$ cat src/sv/padf_pkg.sv
`timescale 1ns / 1ps
// ----------------------------------------------------------------------------
// padf_pkg
// Shared types and constants for the process identifier allow/deny filter.
// ----------------------------------------------------------------------------
package padf_pkg;

	localparam int TABLE_DEPTH = 16;
	localparam int PID_W       = 22;
	localparam int IDX_W       = (TABLE_DEPTH > 1) ? $clog2(TABLE_DEPTH) : 1;

	typedef enum logic [2:0] {
		MODE_CHECK       = 3'd0,
		MODE_ADD_EXCL    = 3'd1,
		MODE_ADD_INCL    = 3'd2,
		MODE_STOP        = 3'd3,
		MODE_CONTINUE    = 3'd4,
		MODE_CLEAR       = 3'd5,
		MODE_DELETE_EXCL = 3'd6,
		MODE_DELETE_INCL = 3'd7
	} mode_t;

	typedef enum logic [1:0] {
		STATUS_OK        = 2'd0,
		STATUS_NOT_FOUND = 2'd1,
		STATUS_FULL      = 2'd2
	} status_t;

	typedef logic [PID_W-1:0] pid_t;

	typedef enum logic [2:0] {
		ST_IDLE = 3'b001,
		ST_SCAN = 3'b010,
		ST_OUT  = 3'b100
	} state_t;

endpackage

$ cat src/sv/padf_if.sv
`timescale 1ns / 1ps
// ----------------------------------------------------------------------------
// padf_req_if / padf_rsp_if
// Valid/ready channels for request items and result items of the filter.
// ----------------------------------------------------------------------------
interface padf_req_if;
	import padf_pkg::*;

	logic  valid;
	logic  ready;
	mode_t mode;
	pid_t  pid;

	modport source (output valid, output mode, output pid, input ready);
	modport sink   (input valid, input mode, input pid, output ready);
endinterface

interface padf_rsp_if;
	import padf_pkg::*;

	logic    valid;
	logic    ready;
	logic    log_enable;
	status_t status;

	modport source (output valid, output log_enable, output status, input ready);
	modport sink   (input valid, input log_enable, input status, output ready);
endinterface

$ cat src/sv/pid_allow_deny_filter.sv
`timescale 1ns / 1ps
// ----------------------------------------------------------------------------
// pid_allow_deny_filter
// Include/exclude tables of process identifiers with a sequential search.
// ----------------------------------------------------------------------------
// One item is taken at a time. A check, add or delete item walks its table with a
// single shared identifier comparator, one slot per cycle, and stops at the first
// slot that answers; the item is accepted, scans one to TABLE_DEPTH slots and then
// loads the result register. Stop, continue and clear items, and checks that need
// no table, skip the scan and go straight from acceptance to the result register.
// The block is ready for a new item once the previous result has been loaded, even
// while that result still waits to be taken. Both tables are empty after reset,
// with no clearing pass.
module pid_allow_deny_filter (
	input logic         clk,
	input logic         arst_n,
	padf_req_if.sink    req,
	padf_rsp_if.source  rsp
);
	import padf_pkg::*;

	state_t            state_q;
	mode_t             mode_q;
	pid_t              pid_q;
	logic              sel_incl_q;
	logic [IDX_W-1:0]  idx_q;
	logic              res_log_q;
	status_t           res_status_q;

	pid_t              excl_ids_q [TABLE_DEPTH];
	pid_t              incl_ids_q [TABLE_DEPTH];
	logic [TABLE_DEPTH-1:0] excl_valid_q;
	logic [TABLE_DEPTH-1:0] incl_valid_q;
	logic              excl_active_q;
	logic              incl_active_q;
	logic              stopped_q;

	logic              out_valid_q;
	logic              out_log_q;
	status_t           out_status_q;

	pid_t              cur_id;
	logic              cur_valid;
	logic              is_add;
	logic              slot_hit;
	logic              last_slot;
	logic              accept;
	logic              id_write;

	assign accept    = req.valid && req.ready;
	assign req.ready = (state_q == ST_IDLE);

	// The one comparator of the block looks at the selected table's current slot.
	assign cur_id    = sel_incl_q ? incl_ids_q[idx_q] : excl_ids_q[idx_q];
	assign cur_valid = sel_incl_q ? incl_valid_q[idx_q] : excl_valid_q[idx_q];
	assign is_add    = (mode_q == MODE_ADD_EXCL) || (mode_q == MODE_ADD_INCL);
	assign slot_hit  = is_add ? !cur_valid : (cur_valid && (cur_id == pid_q));
	assign last_slot = (idx_q == IDX_W'(TABLE_DEPTH - 1));
	assign id_write  = (state_q == ST_SCAN) && slot_hit && is_add;

	always_ff @(posedge clk) begin
		if (id_write) begin
			if (sel_incl_q) begin
				incl_ids_q[idx_q] <= pid_q;
			end else begin
				excl_ids_q[idx_q] <= pid_q;
			end
		end
	end

	always_ff @(posedge clk) begin
		if (accept) begin
			mode_q <= req.mode;
			pid_q  <= req.pid;
		end
	end

	always_ff @(posedge clk or negedge arst_n) begin
		if (!arst_n) begin
			state_q       <= ST_IDLE;
			sel_incl_q    <= 1'b0;
			idx_q         <= '0;
			res_log_q     <= 1'b0;
			res_status_q  <= STATUS_OK;
			excl_valid_q  <= '0;
			incl_valid_q  <= '0;
			excl_active_q <= 1'b0;
			incl_active_q <= 1'b0;
			stopped_q     <= 1'b0;
		end else begin
			case (state_q)
				ST_IDLE: begin
					if (accept) begin
						idx_q        <= '0;
						res_log_q    <= 1'b0;
						res_status_q <= STATUS_OK;
						state_q      <= ST_OUT;
						case (req.mode)
							MODE_CHECK: begin
								if (stopped_q) begin
									res_log_q <= 1'b0;
								end else if (incl_active_q) begin
									sel_incl_q <= 1'b1;
									state_q    <= ST_SCAN;
								end else if (excl_active_q) begin
									sel_incl_q <= 1'b0;
									state_q    <= ST_SCAN;
								end else begin
									res_log_q <= 1'b1;
								end
							end
							MODE_ADD_EXCL, MODE_DELETE_EXCL: begin
								sel_incl_q <= 1'b0;
								state_q    <= ST_SCAN;
							end
							MODE_ADD_INCL, MODE_DELETE_INCL: begin
								sel_incl_q <= 1'b1;
								state_q    <= ST_SCAN;
							end
							MODE_STOP: begin
								stopped_q <= 1'b1;
							end
							MODE_CONTINUE: begin
								stopped_q <= 1'b0;
							end
							MODE_CLEAR: begin
								stopped_q     <= 1'b0;
								excl_valid_q  <= '0;
								incl_valid_q  <= '0;
								excl_active_q <= 1'b0;
								incl_active_q <= 1'b0;
							end
							default: begin
								state_q <= ST_OUT;
							end
						endcase
					end
				end
				ST_SCAN: begin
					if (slot_hit) begin
						state_q <= ST_OUT;
						case (mode_q)
							MODE_CHECK: begin
								// A listed identifier is logged only under the include table.
								res_log_q <= sel_incl_q;
							end
							MODE_ADD_EXCL: begin
								excl_valid_q[idx_q] <= 1'b1;
								excl_active_q       <= 1'b1;
							end
							MODE_ADD_INCL: begin
								incl_valid_q[idx_q] <= 1'b1;
								incl_active_q       <= 1'b1;
							end
							MODE_DELETE_EXCL: begin
								excl_valid_q[idx_q] <= 1'b0;
							end
							MODE_DELETE_INCL: begin
								incl_valid_q[idx_q] <= 1'b0;
							end
							default: begin
								res_status_q <= STATUS_OK;
							end
						endcase
					end else if (last_slot) begin
						state_q <= ST_OUT;
						case (mode_q)
							MODE_CHECK: begin
								res_log_q <= !sel_incl_q;
							end
							MODE_ADD_EXCL, MODE_ADD_INCL: begin
								res_status_q <= STATUS_FULL;
							end
							MODE_DELETE_EXCL, MODE_DELETE_INCL: begin
								res_status_q <= STATUS_NOT_FOUND;
							end
							default: begin
								res_status_q <= STATUS_OK;
							end
						endcase
					end else begin
						idx_q <= idx_q + IDX_W'(1);
					end
				end
				ST_OUT: begin
					if (!out_valid_q || rsp.ready) begin
						state_q <= ST_IDLE;
					end
				end
				default: begin
					state_q <= ST_IDLE;
				end
			endcase
		end
	end

	// Result register: a finished item waits here while the next one is taken.
	always_ff @(posedge clk or negedge arst_n) begin
		if (!arst_n) begin
			out_valid_q <= 1'b0;
		end else if ((state_q == ST_OUT) && (!out_valid_q || rsp.ready)) begin
			out_valid_q <= 1'b1;
		end else if (rsp.ready) begin
			out_valid_q <= 1'b0;
		end
	end

	always_ff @(posedge clk) begin
		if ((state_q == ST_OUT) && (!out_valid_q || rsp.ready)) begin
			out_log_q    <= res_log_q;
			out_status_q <= res_status_q;
		end
	end

	assign rsp.valid      = out_valid_q;
	assign rsp.log_enable = out_log_q;
	assign rsp.status     = out_status_q;

endmodule

$ cat src/flat_wrapper.sv
// flat-port wrapper written by rule: the top's interface ports become plain ports
module pid_allow_deny_filter_flat import padf_pkg::*;
  (clk, arst_n, req_valid, req_mode, req_pid, req_ready, rsp_valid, rsp_log_enable, rsp_status, rsp_ready);
  padf_req_if req_i ();
  padf_rsp_if rsp_i ();
  input logic clk;
  input logic arst_n;
  input wire logic [$bits(req_i.valid)-1:0] req_valid;
  input wire logic [$bits(req_i.mode)-1:0] req_mode;
  input wire logic [$bits(req_i.pid)-1:0] req_pid;
  output wire logic [$bits(req_i.ready)-1:0] req_ready;
  output wire logic [$bits(rsp_i.valid)-1:0] rsp_valid;
  output wire logic [$bits(rsp_i.log_enable)-1:0] rsp_log_enable;
  output wire logic [$bits(rsp_i.status)-1:0] rsp_status;
  input wire logic [$bits(rsp_i.ready)-1:0] rsp_ready;
  assign req_i.valid = req_valid;
  assign req_i.mode = req_mode;
  assign req_i.pid = req_pid;
  assign req_ready = req_i.ready;
  assign rsp_valid = rsp_i.valid;
  assign rsp_log_enable = rsp_i.log_enable;
  assign rsp_status = rsp_i.status;
  assign rsp_i.ready = rsp_ready;
  pid_allow_deny_filter u_core (.clk(clk), .arst_n(arst_n), .req(req_i), .rsp(rsp_i));
endmodule
$ cat config.mk
export PLATFORM = sky130hd
export DESIGN_NAME = pid_allow_deny_filter_flat
export DESIGN_NICKNAME = d
export VERILOG_FILES = /design/src/sv/padf_pkg.sv /design/src/sv/padf_if.sv /design/src/sv/pid_allow_deny_filter.sv /design/src/flat_wrapper.sv
export SDC_FILE = /design/constraint.sdc
export NUM_CORES = 1
export LEC_CHECK = 0
export BUFFER_PORTS_ARGS = -buffer_cell sky130_fd_sc_hd__buf_2
export CAP_MARGIN = 20
export CORE_UTILIZATION = 40
export CTS_BUF_LIST = sky130_fd_sc_hd__clkbuf_16
export CTS_CLUSTER_SIZE = 28
export DETAILED_ROUTE_END_ITERATION = 7
export SLEW_MARGIN = 20
export SYNTH_ARGS = -nofsm -noshare
export SYNTH_HDL_FRONTEND = slang
export SYNTH_SLANG_ARGS = --single-unit
$ cat constraint.sdc
create_clock -name clk -period 4.8 [get_ports clk]
set_input_delay 0.24 -clock clk [delete_from_list [all_inputs] [get_ports clk]]
set_output_delay 0.24 -clock clk [all_outputs]
set_load 0.05 [all_outputs]
Word-level counts from Yosys, hierarchy flattened. Memory sizes are Yosys's and may differ from the RTL's. Index checks and enable logic that the tools add are counted.

Reduce and logical (&&, ||, !) cells: 34. Add/subtract/negate cells: 1. Muxes and demuxes: 67. Magnitude comparators: 2. Bitwise logic cells: 5. Equality and inequality tests: 33.

Operator list (count): $pmux 16 s2 (4); $mux 16 (4); $reduce_and 5->1 (7); $and 16x16->16 (2); $or 16x16->16 (2); $mux 1 (31); $eq 22x22->1 (1); $mux 22 (1); $eq 3x3->1 const B (7); $mux 3 (7); $not 16->16 (1); $eq 3x2->1 const B (4); $mux 4 (3); $ne 2x2->1 const B (5); $reduce_or 2->1 (5); $eq 3x1->1 const B (3); $ne 3x2->1 const B (3); $ne 3x3->1 const B (3); $pmux 3 s3 (1); $bmux 1 s4 (2); $mux 2 (4); $ne 2x1->1 const B (4); $pmux 1 s2 (4); $pmux 4 s2 (1); other kinds (20) (33).

Bits of input ports: 29. Memories: 2. Logic and storage cells: 159. Bits in registers: 75. Output and inout bits: 5. Bits in writable memories: 704.

Memory list: u_core.excl_ids_q (words 16, width 22, rd ports 1, clocked after Yosys merged registers in 0, wr ports 1, RTL line pid_allow_deny_filter.sv:30) `pid_t excl_ids_q [TABLE_DEPTH];`; u_core.incl_ids_q (words 16, width 22, rd ports 1, clocked after Yosys merged registers in 0, wr ports 1, RTL line pid_allow_deny_filter.sv:31) `pid_t incl_ids_q [TABLE_DEPTH];`.

Longest topological paths before layout.
Depth in word-level cells: 9. Depth in mapped cells: 18. Mapped depth without buffers: 11.

Worst setup path before layout. No wires, ideal clock.

Path kind: register to register. From: register u_core.idx_q[0]. To: memory u_core.incl_ids_q[11][0] (netlist bit), enable pin. Library setup time: 0.401 ns. Arrival: 3.787 ns. Slack: 0.612 ns. Cell stages (with the launch flop): 12. Cells stage by stage: dfrtp_1 buf_2 buf_6 buf_6 mux4_2 mux4_2 nand2_1 nand2_1 nor3_1 nand3_1 clkbuf_1 nor2_1.

Cells in the longest elaborated chain, start to end: 9. Elaborated cells between the ends (all ways): 16.

RTL lines: from (decl) (RTL line pid_allow_deny_filter.sv:26) `logic [IDX_W-1:0] idx_q;`; from (signal assigned) (RTL line pid_allow_deny_filter.sv:182) `idx_q <= idx_q + IDX_W'(1);`; $mem_v2 16x22 (tied with other cells); $mux 22 / $mux 1 (equally long branches) (RTL line pid_allow_deny_filter.sv:54, pid_allow_deny_filter.sv:55); $eq 22x22->1 / $mux 1 (equally long branches) (RTL line pid_allow_deny_filter.sv:57, pid_allow_deny_filter.sv:55); $logic_and 1x1->1 / $logic_not 1->1 (equally long branches) (RTL line pid_allow_deny_filter.sv:57) `assign slot_hit = is_add ? !cur_valid : (cur_valid && (cur_id == pid_q));`; $mux 1 (RTL line pid_allow_deny_filter.sv:57); $logic_and 1x1->1 (2 in a row) (RTL line pid_allow_deny_filter.sv:59) `assign id_write = (state_q == ST_SCAN) && slot_hit && is_add;`; $mux 1 (RTL line pid_allow_deny_filter.sv:62) `if (id_write) begin`; $mux 1 (implied by the code) (RTL line pid_allow_deny_filter.sv:64) `incl_ids_q[idx_q] <= pid_q;`; to (decl) (RTL line pid_allow_deny_filter.sv:31).

Parallel ways exist; a longest one is shown, timed or not. The select of a mux whose other input is x is not followed.

Worst setup path after layout.
From: register u_core.idx_q[0]. To: register u_core.excl_valid_q[2].

Cells in the longest elaborated chain, start to end: 9. Elaborated cells between the ends (all ways): 25.

RTL lines: $lt 4x5->1 (implied by the code) / $ge 4x1->1 (equally long branches) (RTL line pid_allow_deny_filter.sv:148, pid_allow_deny_filter.sv:156); $logic_and 1x1->1 (implied by the code) (RTL line pid_allow_deny_filter.sv:148, pid_allow_deny_filter.sv:156); $mux 1 (implied by the code) (RTL line pid_allow_deny_filter.sv:148, pid_allow_deny_filter.sv:156); $demux 1 s4; $not 16->16 (no source line); $and 16x16->16 (no source line); $pmux 16 s2 (RTL line pid_allow_deny_filter.sv:142) `case (mode_q)`; $mux 16 (RTL line pid_allow_deny_filter.sv:140) `if (slot_hit) begin`; $pmux 16 s2 (RTL line pid_allow_deny_filter.sv:91) `case (state_q)`; to (signal assigned) (RTL line pid_allow_deny_filter.sv:85) `excl_valid_q <= '0;`; to (signal, indexed assignment) (RTL line pid_allow_deny_filter.sv:148) `excl_valid_q[idx_q] <= 1'b1;`; to (signal, indexed assignment) (RTL line pid_allow_deny_filter.sv:156) `excl_valid_q[idx_q] <= 1'b0;`; to (decl) (RTL line pid_allow_deny_filter.sv:32) `logic [TABLE_DEPTH-1:0] excl_valid_q;`.

Parallel ways exist; a longest one is shown, timed or not. The select of a mux whose other input is x is not followed. A chain may end at the register's enable or synchronous reset.

==> results.py <==
metrics = {
    "status": {
        "status": "finished clean",
    },
    "power_and_ir_drop": {
        "p_leak_uw": 0.0116,
        "p_per_area_nw_per_um2": 522,
        "ir_drop_mv": 0.268,
    },
    "finish": {
        "nFillCells": 6331,
        "drive_above_1_share_pct": 24.1,
        "layout_commonest_cell": "edfxtp_1",
        "final_cell_mix": "732 x edfxtp_1, 143 x mux2i_1, 113 x buf_4, 111 x nand2_1, 101 x mux4_2",
        "area_growth_pct": 17.7,
        "final_nets": 1890,
        "antenna_cells": 0,
    },
    "die": {
        "fp.dieW_um": 280,
        "start_util_pct": 40.6,
        "die-height_um": 280,
        "pin_count": 34,
        "coreArea_sq_um": 76200,
        "dieArea_sq_um": 78400,
        "rows": 101,
    },
    "critical_path": {
        "r2r_cells": 14,
        "rr_startpoint": "u_core.idx_q[0]$_DFFE_PN0P_",
        "reg2reg_slack_ns": 0.21,
        "crit_required_ns": 5.30,
        "cp_max_fo": 30,
        "crit_type": "register to register",
        "end_kind": "register",
        "worst_setup_path_start_kind": "register",
        "reg2reg_to": "u_core.excl_valid_q[2]$_DFFE_PN0P_",
        "crit_arrival_ns": 5.08,
    },
    "clock_network": {
        "root_buffer": "clkbuf_16",
        "tritoncts": "built",
        "clkTransAtPathRegs_ns": 0.07,
        "cts_buffers": 84,
        "htree_levels": 3,
        "cts_sinks": 779,
        "postCtsResizedCells": 0,
        "clock_latency_ns": 0.64,
        "clockBufferDepth": 3,
    },
    "synth": {
        "synth_edf_count": 732,
        "syn_area_per_cell_sq_um": 18.5,
        "ys_ff_latch": 779,
        "ys.flop_type": "edfxtp_1",
        "syn_nets": 1706,
        "ys_types": 72,
        "yosysSeqAreaShare_pct": 74.9,
        "yosysWarnings": 0,
        "syn-instance-count": 1673,
        "synth_area_sq_um": 30900,
        "async_reset_ff_share_pct": 6.03,
    },
    "grt": {
        "grt_pass1_vias": 17200,
        "grt_pass1_wl_um": 122000,
        "grt_start_max_net_pins": 50,
        "overflow": 0,
        "antenna_found_initial": 0,
        "grt_usage_pct": 21.8,
    },
    "timing": {
        "hold_slack_ns": 0.151,
        "hold_viol": 0,
        "worst_pin_slew_ns": 1.12,
        "slew_violations": 0,
        "setup_tns_ns": 0,
        "rsz0062_at_grt": "false",
        "period_minus_slack_ns": 4.59,
        "skew_ns": 0.0358,
        "finalSetupViolCount": 0,
        "slew_headroom_pct": 25.1,
        "max_freq_ghz": 0.218,
        "min_period_over_period_pct": 95.5,
    },
    "min_path": {
        "hold_path_depth": 4,
        "hp-class": "input pin to register",
        "hold_start": "req_valid",
        "hold_end": "u_core.idx_q[3]$_DFFE_PN0P_",
    },
    "detailed_routing": {
        "totalWireLength_um": 84400,
        "antenna_left": 0,
        "drt-initial-drc-count": 2041,
        "drcViolationCount": 0,
        "dr.pass1.iters": 7,
        "vias": 17100,
        "wl_per_cell_um": 28.6,
        "via_per_inst": 5.78,
    },
    "placed_design": {
        "port_buffers": 33,
        "gp_congestion": 0.873,
        "dp_hpwl_um": 49000,
    },
    "job": {
        "drv_cap": 0,
    },
}
## worst max-delay path by stage
| stage | cells after the start | end | startpoint | slack, ns |
|---|---|---|---|---|
| 2_1_floorplan | 11 | u_core.incl_ids_q[11][0]$_DFFE_PP_ | u_core.idx_q[0]$_DFFE_PN0P_ | 0.61 |
| 3_3_place_gp | 14 | u_core.excl_valid_q[15]$_DFFE_PN0P_ | u_core.idx_q[0]$_DFFE_PN0P_ | 0.23 |
| 3_5_place_dp | 14 | u_core.excl_valid_q[2]$_DFFE_PN0P_ | u_core.idx_q[0]$_DFFE_PN0P_ | 0.23 |
| 4_1_cts | 14 | u_core.excl_valid_q[15]$_DFFE_PN0P_ | u_core.idx_q[0]$_DFFE_PN0P_ | 0.22 |
| 5_1_grt | 14 | u_core.excl_valid_q[3]$_DFFE_PN0P_ | u_core.idx_q[0]$_DFFE_PN0P_ | 0.02 |
| 6_report | 14 | u_core.excl_valid_q[2]$_DFFE_PN0P_ | u_core.idx_q[0]$_DFFE_PN0P_ | 0.21 |
## layer usage
layer  GRT usage [%]  vias to the layer above  wire length [um]
li1                -                     7186                 -
met1            30.7                     8978             35700
met2            34.8                      760             40000
met3            3.54                      146              6280
met4            7.05                        0              2360
met5               0                        -                 0
## registers in the layout (all words and copies together) (netlist names)
signal                 count
u_core.incl_active_q       1
u_core.excl_ids_q        352
u_core.res_log_q           1
u_core.excl_valid_q       16
u_core.stopped_q           1
u_core.incl_valid_q       16
u_core.sel_incl_q          1
u_core.pid_q              22
u_core.mode_q              3
u_core.excl_active_q       1
u_core.state_q             3
u_core.rsp.status          2
u_core.rsp.log_enable      1
u_core.idx_q               4
u_core.rsp.valid           1
u_core.incl_ids_q        352
u_core.res_status_q        2
## through the flow
| stage | setup WS [ns] | cells | utilization, % | power (uW) | cell area [sq um] |
|---|---|---|---|---|---|
| floorplan | 0.612 | 1673 | - | 11200 | 30900 |
| global placement | 0.227 | 2774 | 43.8 | 12600 | 33400 |
| detailed placement | 0.233 | 2774 | 43.8 | 12700 | 33400 |
| CTS | 0.223 | 2954 | 47.7 | 19100 | 36400 |
| global route | 0.0173 | 2954 | 47.7 | 19700 | 36400 |
| finish | 0.214 | 2954 | 47.7 | 19000 | 36400 |
## cell families after synthesis
logic type,share of synthesized area [%]
xor gates and xnor gates,0.595
DFF,74.9
AOI/OAI and AO/OA,5.94
and+or+nand+nor,3.72
buffers and inverters,1.70
adders and majority gates,0.162
muxes,13.0
## worst max-delay path, cell delays in order (launching register included)
cell	delay, ns
dfrtp_4	0.46
buf_12	0.25
buf_4	0.26
mux4_2	0.52
a22o_1	0.24
a211oi_1	0.28
a21oi_1	0.09
xnor2_1	0.42
nand4_1	0.14
nor2_1	0.33
buf_4	0.19
a31oi_1	0.11
a2111o_1	0.72
o211ai_1	0.29
o21ai_1	0.10
## cell usage after synthesis (all sizes together) (8+ instances only)
master	instances	share of area, %
o22ai	20	0.40
mux2	27	0.98
nand2	111	1.3
xnor2	16	0.45
o21ai	37	0.60
a22oi	31	0.75
mux4	101	7.4
edfxtp	732	71
o211ai	23	0.72
mux2i	143	4.6
dfrtp	46	3.7
nand3	23	0.37
inv	10	0.12
a221oi	8	0.23
buf	51	1.1
nand4	9	0.18
a22o	9	0.26
o221ai	11	0.31
o2bb2ai	22	0.62
a21oi	33	0.53
clkbuf	42	0.51
nor2	55	0.68
## power by group
| part | leakage, uW | internal (uW) | switching [uW] |
|---|---|---|---|
| Clock | 0.00142 | 3800 | 2640 |
| Sequential | 0.00719 | 8010 | 228 |
| Combinational | 0.00303 | 1830 | 2480 |
## area by class of cell
type / instances / area [sq um] / area share [%]
clock buffers: 88 / 2200 / 6.05
clock inverters: 65 / 553 / 1.52
inverters: 10 / 37.5 / 0.103
multi-input cells: 791 / 7470 / 20.5
flip-flops and latches: 779 / 23200 / 63.7
well taps: 1030 / 1290 / 3.54
repair buffers: 191 / 1660 / 4.56
## repair_timing
item                                   in CTS  in global routing
hold buffers                               27                  0
endpoints found under the hold margin      74                  0
setup buffers                               0                  0
(Power assumes the default switching activity.)
